[src/rtl/core/mtp_pkg.sv]
// ----------------------------------------------------------------------------
// mtp_pkg
// shared constants and command types for the mt19937 generator
// ----------------------------------------------------------------------------
package mtp_pkg;

  localparam int STATE_WORDS  = 624;
  localparam int TWIST_OFFSET = 397;
  localparam int ADDR_W       = $clog2(STATE_WORDS);

  typedef logic [31:0]       word_t;
  typedef logic [ADDR_W-1:0] addr_t;

  localparam addr_t LAST_ADDR = addr_t'(STATE_WORDS - 1);

  localparam word_t INIT_MULT    = 32'h6c07_8965;
  localparam word_t TWIST_MATRIX = 32'h9908_b0df;
  localparam word_t TEMPER_B     = 32'h9d2c_5680;
  localparam word_t TEMPER_C     = 32'hefc6_0000;
  localparam word_t UPPER_MASK   = 32'h8000_0000;
  localparam word_t LOWER_MASK   = 32'h7fff_ffff;

  typedef enum logic {
    CMD_DRAW = 1'b0,
    CMD_SEED = 1'b1
  } cmd_kind_t;

  typedef struct packed {
    cmd_kind_t kind;
    word_t     seed;
  } cmd_t;

endpackage

[src/rtl/core/mtp_if.sv]
// ----------------------------------------------------------------------------
// mtp_if
// valid/ready channels of the generator: request channel and result channel
// ----------------------------------------------------------------------------
interface mtp_in_if;
  logic              valid;
  logic              ready;
  logic              func;
  mtp_pkg::word_t    seed;

  modport source (output valid, output func, output seed, input ready);
  modport sink   (input valid, input func, input seed, output ready);
endinterface


[src/rtl/core/mtp_front.sv]
// ----------------------------------------------------------------------------
// mtp_front
// accepts requests, classifies them as draw or seed and queues them
// ----------------------------------------------------------------------------
module mtp_front (
  input  logic           clk,
  input  logic           rst_n,
  input  logic           hold,
  mtp_in_if.sink         in_ch,
  output logic           cmd_valid,
  input  logic           cmd_ready,
  output mtp_pkg::cmd_t  cmd
);

  localparam int QUEUE_DEPTH = 2;
  localparam int PTR_W       = $clog2(QUEUE_DEPTH);
  localparam int CNT_W       = $clog2(QUEUE_DEPTH + 1);

  mtp_pkg::cmd_t    queue_r [QUEUE_DEPTH];
  logic [PTR_W-1:0] wr_ptr_r, wr_ptr_nxt;
  logic [PTR_W-1:0] rd_ptr_r, rd_ptr_nxt;
  logic [CNT_W-1:0] count_r, count_nxt;
  mtp_pkg::cmd_t    in_cmd;
  logic             push, pop;

  // classify the incoming item
  always_comb begin
    in_cmd.kind = in_ch.func ? mtp_pkg::CMD_SEED : mtp_pkg::CMD_DRAW;
    in_cmd.seed = in_ch.seed;
  end

  assign in_ch.ready = (count_r != CNT_W'(QUEUE_DEPTH)) && !hold;
  assign push        = in_ch.valid && in_ch.ready;
  assign cmd_valid   = (count_r != '0);
  assign pop         = cmd_valid && cmd_ready;
  assign cmd         = queue_r[rd_ptr_r];

  always_comb begin
    wr_ptr_nxt = wr_ptr_r;
    rd_ptr_nxt = rd_ptr_r;
    count_nxt  = count_r;
    if (push) begin
      wr_ptr_nxt = (wr_ptr_r == PTR_W'(QUEUE_DEPTH - 1)) ? '0 : wr_ptr_r + PTR_W'(1);
    end
    if (pop) begin
      rd_ptr_nxt = (rd_ptr_r == PTR_W'(QUEUE_DEPTH - 1)) ? '0 : rd_ptr_r + PTR_W'(1);
    end
    if (push && !pop) begin
      count_nxt = count_r + CNT_W'(1);
    end else if (pop && !push) begin
      count_nxt = count_r - CNT_W'(1);
    end
  end

  always_ff @(posedge clk) begin
    if (!rst_n) begin
      wr_ptr_r <= '0;
      rd_ptr_r <= '0;
      count_r  <= '0;
    end else begin
      wr_ptr_r <= wr_ptr_nxt;
      rd_ptr_r <= rd_ptr_nxt;
      count_r  <= count_nxt;
    end
  end

  always_ff @(posedge clk) begin
    if (push) begin
      queue_r[wr_ptr_r] <= in_cmd;
    end
  end

endmodule

[src/flat_wrapper.sv]
// flat-port wrapper written by rule: the top's interface ports become plain ports
module mtp_front_flat 
  (clk, rst_n, hold, cmd_valid, cmd_ready, cmd, in_ch_valid, in_ch_func, in_ch_seed, in_ch_ready);
  mtp_in_if in_ch_i ();
  input  logic clk;
  input  logic rst_n;
  input  logic hold;
  output logic cmd_valid;
  input  logic cmd_ready;
  output mtp_pkg::cmd_t cmd;
  input wire logic [$bits(in_ch_i.valid)-1:0] in_ch_valid;
  input wire logic [$bits(in_ch_i.func)-1:0] in_ch_func;
  input wire logic [$bits(in_ch_i.seed)-1:0] in_ch_seed;
  output wire logic [$bits(in_ch_i.ready)-1:0] in_ch_ready;
  assign in_ch_i.valid = in_ch_valid;
  assign in_ch_i.func = in_ch_func;
  assign in_ch_i.seed = in_ch_seed;
  assign in_ch_ready = in_ch_i.ready;
  mtp_front u_core (.clk(clk), .rst_n(rst_n), .hold(hold), .in_ch(in_ch_i), .cmd_valid(cmd_valid), .cmd_ready(cmd_ready), .cmd(cmd));
endmodule
[config.mk]
export PLATFORM = sky130hd
export DESIGN_NAME = mtp_front_flat
export DESIGN_NICKNAME = d
export VERILOG_FILES = /design/src/rtl/core/mtp_pkg.sv /design/src/rtl/core/mtp_if.sv /design/src/rtl/core/mtp_front.sv /design/src/flat_wrapper.sv
export SDC_FILE = /design/constraint.sdc
export NUM_CORES = 1
export LEC_CHECK = 0
export ABC_AREA = 1
export BUFFER_PORTS_ARGS = -buffer_cell sky130_fd_sc_hd__buf_4
export CELL_PAD_IN_SITES_DETAIL_PLACEMENT = 1
export CELL_PAD_IN_SITES_GLOBAL_PLACEMENT = 2
export CORE_MARGIN = 3
export CORE_UTILIZATION = 35
export DETAILED_ROUTE_END_ITERATION = 6
export PLACE_DENSITY_LB_ADDON = 0.12
export SKIP_LAST_GASP = 1
export SLEW_MARGIN = 20
export SYNTH_ARGS = -nofsm -noshare
export SYNTH_HDL_FRONTEND = slang
export SYNTH_SLANG_ARGS = --single-unit
[constraint.sdc]
create_clock -name clk -period 6.5 [get_ports clk]
set_input_delay 0.325 -clock clk [delete_from_list [all_inputs] [get_ports clk]]
set_output_delay 0.325 -clock clk [all_outputs]
set_load 0.01 [all_outputs]
==> reports/results.ini, run 1 <==
[routing]
avgRoutedWirePerCell_um=16.5
drtIter0Drc=37
drc=0
dr_wl_met2_um=3060
wirelength_um=5410
wl_met1_um=1950
vias_per_cell=4.41
routed.top_layer=met4
vias=1446
wl_met3_um=290
ant_nets=0
firstDrtPassIters=3

[sta]
fin_crit_ps=1970
fmax_mhz=507
fin_crit_sh=0.304
fin_ws_ps=4530
finClkSkew_ps=4.83
tns_ps=0
setup-violations-final=0
maxSlewHeadroom=0.337
rsz0062_at_grt=no
slew_violations=0
hold_viol=0
worstMarginPinSlew_ps=993

[synth]
synth_most_common_cell=edfxtp_1
syn-cell-area_um2=2800
netlist_top_cells_count=edfxtp_1 (66), mux2_4 (30), inv_1 (11)
yosysSeqAreaShare=0.745
async_reset_ff_frac=0
avgSynthCellArea_um2=19.4
synth_area_leaders=edfxtp_1 (71%), mux2_4 (16%), dfxtp_1 (3.6%)
ys_seq_elements=71
ys_types=15
syn_inst=144
yosys.area.top_type_share=0.709
synth_area_leader_cell=edfxtp_1
synth_edf_count=66
synth_flop_cell=edfxtp_1
yosys_warnings=0
mappedNetlistNets=183

[finish]
drive_gt1_frac=0.533
syn2layout_area_growth_pct=31.2
diodes=0
fillerInstances=721
nets=263

[clock_tree]
htreeDepth=3
cts_setup_buffers=0
cts_resized=0
clock_path_buffers=2
cts_sinks=71
cts_buffers=9
cts_tree=built
clkLatencyLatePin_ps=340
cts_root_buf=clkbuf_8
path_clk_slew_ps=70
hold_buffers=0

[critical_path]
reg2reg_setup_slack_ps=4570
crit_type=reg2out
slowest_stage=dfxtp_4
cpLargestDelayFamily=flip-flops
critPathCaptureType=output pin
start_kind=register
path_max_fanout=33
crit_buf_inv=1
critPathArrivalTime_ps=1650
cpPeakStageDelay_ps=750
cp.required_ps=6170
crit_path_cell_trace=mux2_2 > buf_4

[global_routing]
grt_pass1_wl_um=8200
track_usage=0.127
grt_pass1_vias=1683
grt-ovfl-total=0
grt_max_degree=34
antenna_found_initial=0

[hold_path]
hold_class=in2reg

[power]
ir_drop_mv=0.157
power_mw=1.24
powerDensity_nw_per_um2=337
p_leak_nw=1.46

[floorplanning]
fp.dieH_um=95.4
rows=31
dieArea_um2=9100
io_pins=73
core_area_um2=7490
die_w_um=95.4
start_util=0.374

[placement]
hpwl_um=3760
io_buffers=72
gp_congestion=0.625
place_ws_ps=4500

[job]
cap_violations=0

[run_status]
status=complete, no violations

==> power by group <==
group,total [mW],switching [mW],internal (mW)
combinational,0.215,0.0862,0.129
clock,0.452,0.159,0.293
sequential,0.568,0.0338,0.534
==> kinds of logic after synthesis <==
group / Yosys count / synth area share
flip-flops: 71 / 0.745
multiplexers: 33 / 0.173
AND/OR/NAND/NOR: 20 / 0.0295
buffers and inverters: 15 / 0.0403
AO/OA/AOI/OAI: 4 / 0.00805
adder cells (fa/ha/maj): 1 / 0.00447
==> sequential cells by signal, summed over array words and instances (netlist names), named ones only <==
signal / cells
u_core.queue_r: 66
u_core.count_r: 2
u_core.wr_ptr_r: 1
u_core.rd_ptr_r: 1
==> path summary, 6_finish.rpt <==
kind,cells after the start,end,startpoint
max,2,cmd[13],register
max reg2reg,5,u_core.queue_r[1][20],u_core.count_r[0]
min reg2reg,2,register,u_core.rd_ptr_r
min,1,u_core.queue_r[0][22],in_ch_seed[22]
==> metrics by stage <==
stage / hold WS [ps] / cell area [µm²] / cells / util
after CTS: 145 / 3670 / 328 / 0.490
after global placement: 482 / 3410 / 312 / 0.455
after detailed placement: 495 / 3410 / 312 / 0.455
final: 167 / 3670 / 328 / 0.490
after global routing: 148 / 3670 / 328 / 0.490
after floorplan: 424 / 2800 / 144 / -
==> layer usage <==
layer | vias up | track usage
met1 | 702 | 0.123
met2 | 42 | 0.237
met5 | - | 0
li1 | 693 | -
met4 | 0 | 0.0818
met3 | 9 | 0.0308
==> layout make-up <==
class | instances | area [µm²] | share of cell area
clock buffers | 10 | 128 | 0.0348
clock inverters | 6 | 133 | 0.0362
inverters | 11 | 41.3 | 0.0113
multi-input cells | 58 | 609 | 0.166
flip-flops and latches | 71 | 2090 | 0.569
well taps | 99 | 124 | 0.0338
repair buffers | 73 | 548 | 0.149
==> worst reg2reg max path, cell delays in order (launching register included) <==
cell,delay (ps)
dfxtp_1,350
inv_1,110
nand2_1,100
nand4_1,120
inv_1,520
buf_4,410
==> layout by cell type, fill, tap and decap left out, drive strengths merged <==
cell / synthesis / layout
o21a: 1 / 1
nor2: 6 / 6
clkbuf: 0 / 10
o21ai: 1 / 1
clkinv: 0 / 2
ha: 1 / 1
nand3: 2 / 2
buf: 4 / 73
nand4: 2 / 2
dfxtp: 5 / 5
a21oi: 2 / 2
bufinv: 0 / 4
mux2: 33 / 33
nand2: 10 / 10
inv: 11 / 11
edfxtp: 66 / 66
No activity file was read; power rests on OpenSTA's default activity.
==> run 2: changes to the inputs <==
==> constraint.sdc (replaced) <==
create_clock -name clk -period 1.9 [get_ports clk]
set_input_delay 0.095 -clock clk [delete_from_list [all_inputs] [get_ports clk]]
set_output_delay 0.095 -clock clk [all_outputs]
set_load 0.01 [all_outputs]
==> run 2 against run 1 <==
Net effect: sequential power grew to 3.3 times the previous value; setup slack lost 4400 ps; combinational power grew to 4.1 times the previous value; wire length rose by 5.3%; sequential cell count stayed put; clock skew grew 1.3 ps; register-to-register slack worse by 4200 ps; clock power increased to 2.5 times the previous value; core utilization rose by 3.9 points; highest routed layer unchanged.
==> reports/results.ini, run 2 (same netlist as run 1, synthesis figures left out) <==
[clock_tree]
cts_sinks=71  ; unchanged
path_clk_slew_ps=70  ; about the same
cts_tree=built
htreeDepth=3  ; unchanged
cts_buffers=9  ; unchanged
clkLatencyLatePin_ps=330  ; about the same
cts_root_buf=clkbuf_8
clock_path_buffers=2  ; unchanged
cts_resized=0  ; unchanged

[placement]
gp_congestion=0.636  ; +1.7%
hpwl_um=3920  ; +4.2%
place_ws_ps=383  ; -4120 ps
dpl_cell_area_um2=3450  ; +1.2%
io_buffers=72  ; unchanged
dp_cells=316  ; +1.3%

[sta]
fin_crit_sh=0.926
tns_ps=0  ; unchanged
setup-violations-final=0  ; unchanged
worstMarginPinSlew_ps=356  ; -637 ps
fmax_mhz=568
holdWs_ps=23.8  ; -143 ps
maxSlewHeadroom=0.763  ; +0.426
fin_ws_ps=140  ; -4390 ps
hold_viol=0  ; unchanged
slew_violations=0  ; unchanged
finClkSkew_ps=6.15  ; +1.31 ps
fin_crit_ps=1760
rsz0062_at_grt=no

[global_routing]
grt-ovfl-total=0  ; unchanged
grt_pass1_vias=1833  ; +8.9%
antenna_found_initial=0  ; unchanged
track_usage=0.132  ; +0.00519
grt_max_degree=25  ; -26%
grt_pass1_wl_um=8740  ; +6.5%

[critical_path]
reg2reg_from=u_core.count_r[0]
crit_type=reg2out
worst-path-stages=3  ; +1
cpPeakStageDelay_ps=550  ; -200 ps
cp.required_ps=1800  ; -4370 ps
reg2reg_setup_slack_ps=380  ; -4190 ps
reg2reg_to=u_core.count_r[1]
crit_path_cell_trace=buf_12 > mux2_2 > buf_4
slowest_stage=dfxtp_2
crit_buf_inv=2  ; +1
worstRegToRegCells=10  ; +5
critPathArrivalTime_ps=1660  ; about the same
path_max_fanout=24  ; -27%
start_kind=register
cpLargestDelayFamily=flip-flops
critPathCaptureType=output pin

[power]
powerDensity_nw_per_um2=982  ; +190%
ir_drop_mv=0.509  ; +220%
p_leak_nw=1.59  ; +8.6%
power_mw=3.89  ; +210%

[hold_path]
hold_path_end=u_core.count_r[1]
hold_depth=3  ; +2
hp-start=rst_n
hold_class=in2reg

[routing]
drtIter0Drc=48  ; +30%
vias=1609  ; +11%
firstDrtPassIters=4  ; +1
vias_per_cell=4.41  ; about the same
ant_nets=0  ; unchanged
wirelength_um=5700  ; +5.3%
drc=0  ; unchanged
avgRoutedWirePerCell_um=15.6  ; -5.3%

[finish]
drive_gt1_frac=0.466  ; -0.0666
regMostFlops=u_core.queue_r
nets=300  ; +14%
postLayoutCoreUtil=0.529  ; +0.0391
fillerInstances=718  ; -0.42%
finalNonFillerCells=365  ; +11%
mostFrequentLayoutCell=buf_4
diodes=0  ; unchanged
largest_reg_flops=66  ; unchanged
stdcell_area_um2=3960  ; +8.0%
syn2layout_area_growth_pct=41.7
mostFrequentLayoutCells=buf_4 (76), edfxtp_1 (66), dlygate4sd3_1 (33)
reg.largest.list=u_core.queue_r (66), u_core.count_r (2)

[floorplanning]
die_w_um=95.4  ; unchanged
fp.dieH_um=95.4  ; unchanged
dieArea_um2=9100  ; unchanged
core_area_um2=7490  ; unchanged
io_pins=73  ; unchanged
start_util=0.374  ; unchanged
rows=31  ; unchanged

[run_status]
status=complete, no violations

[job]
cap_violations=0  ; unchanged

[run 2: worst register-to-register path, cell delays in order (launching register included)]
cell and delay [ps]:
dfxtp_1 340, inv_1 140, nand2_1 90, nand3_1 160, inv_1 80, ha_1 310
inv_1 90, nand3_1 80, nand2_1 60, inv_1 40, nor2_1 80
[run 2: layer usage]
layer	part of all wire	global-route usage	vias to the layer above
li1	-	-	768
met1	0.39	0.142	789
met2	0.55	0.244	43
met3	0.044	0.0284	9
met4	0.017	0.0640	0
met5	0	0	-
[run 2: where the power goes]
group / internal, mW / leakage [nW] / switching (mW)
clock network: 0.609 / 0.0916 / 0.521
registers: 1.83 / 0.646 / 0.0635
logic: 0.508 / 0.851 / 0.364
[run 2: final cells by class]
| type | instances | area, µm² | area share |
|---|---|---|---|
| flip-flops and latches | 71 | 2080 | 0.526 |
| repair buffers | 110 | 921 | 0.232 |
| clock inverters | 3 | 43.8 | 0.0111 |
| inverters | 11 | 41.3 | 0.0104 |
| multi-input cells | 58 | 609 | 0.154 |
| clock buffers | 13 | 139 | 0.0351 |
| well taps | 99 | 124 | 0.0313 |
[run 2: worst max-delay path by stage]
stage | slack, ps | startpoint | end
global route | 80 | register | cmd[14]
CTS | 100 | register | cmd[14]
detailed placement | 380 | u_core.count_r[0] | u_core.count_r[1]
floorplan | 20 | u_core.count_r[0] | u_core.queue_r[0][0]
finish | 140 | register | cmd[14]
global placement | 510 | u_core.count_r[0] | u_core.count_r[1]
[run 2: repair_timing]
| action | CTS | global route |
|---|---|---|
| hold buffers | 33 | 0 |
| setup endpoints to repair | 0 | 0 |
| endpoints found under the hold margin | 66 | 0 |
| buffers inserted | 0 | 0 |
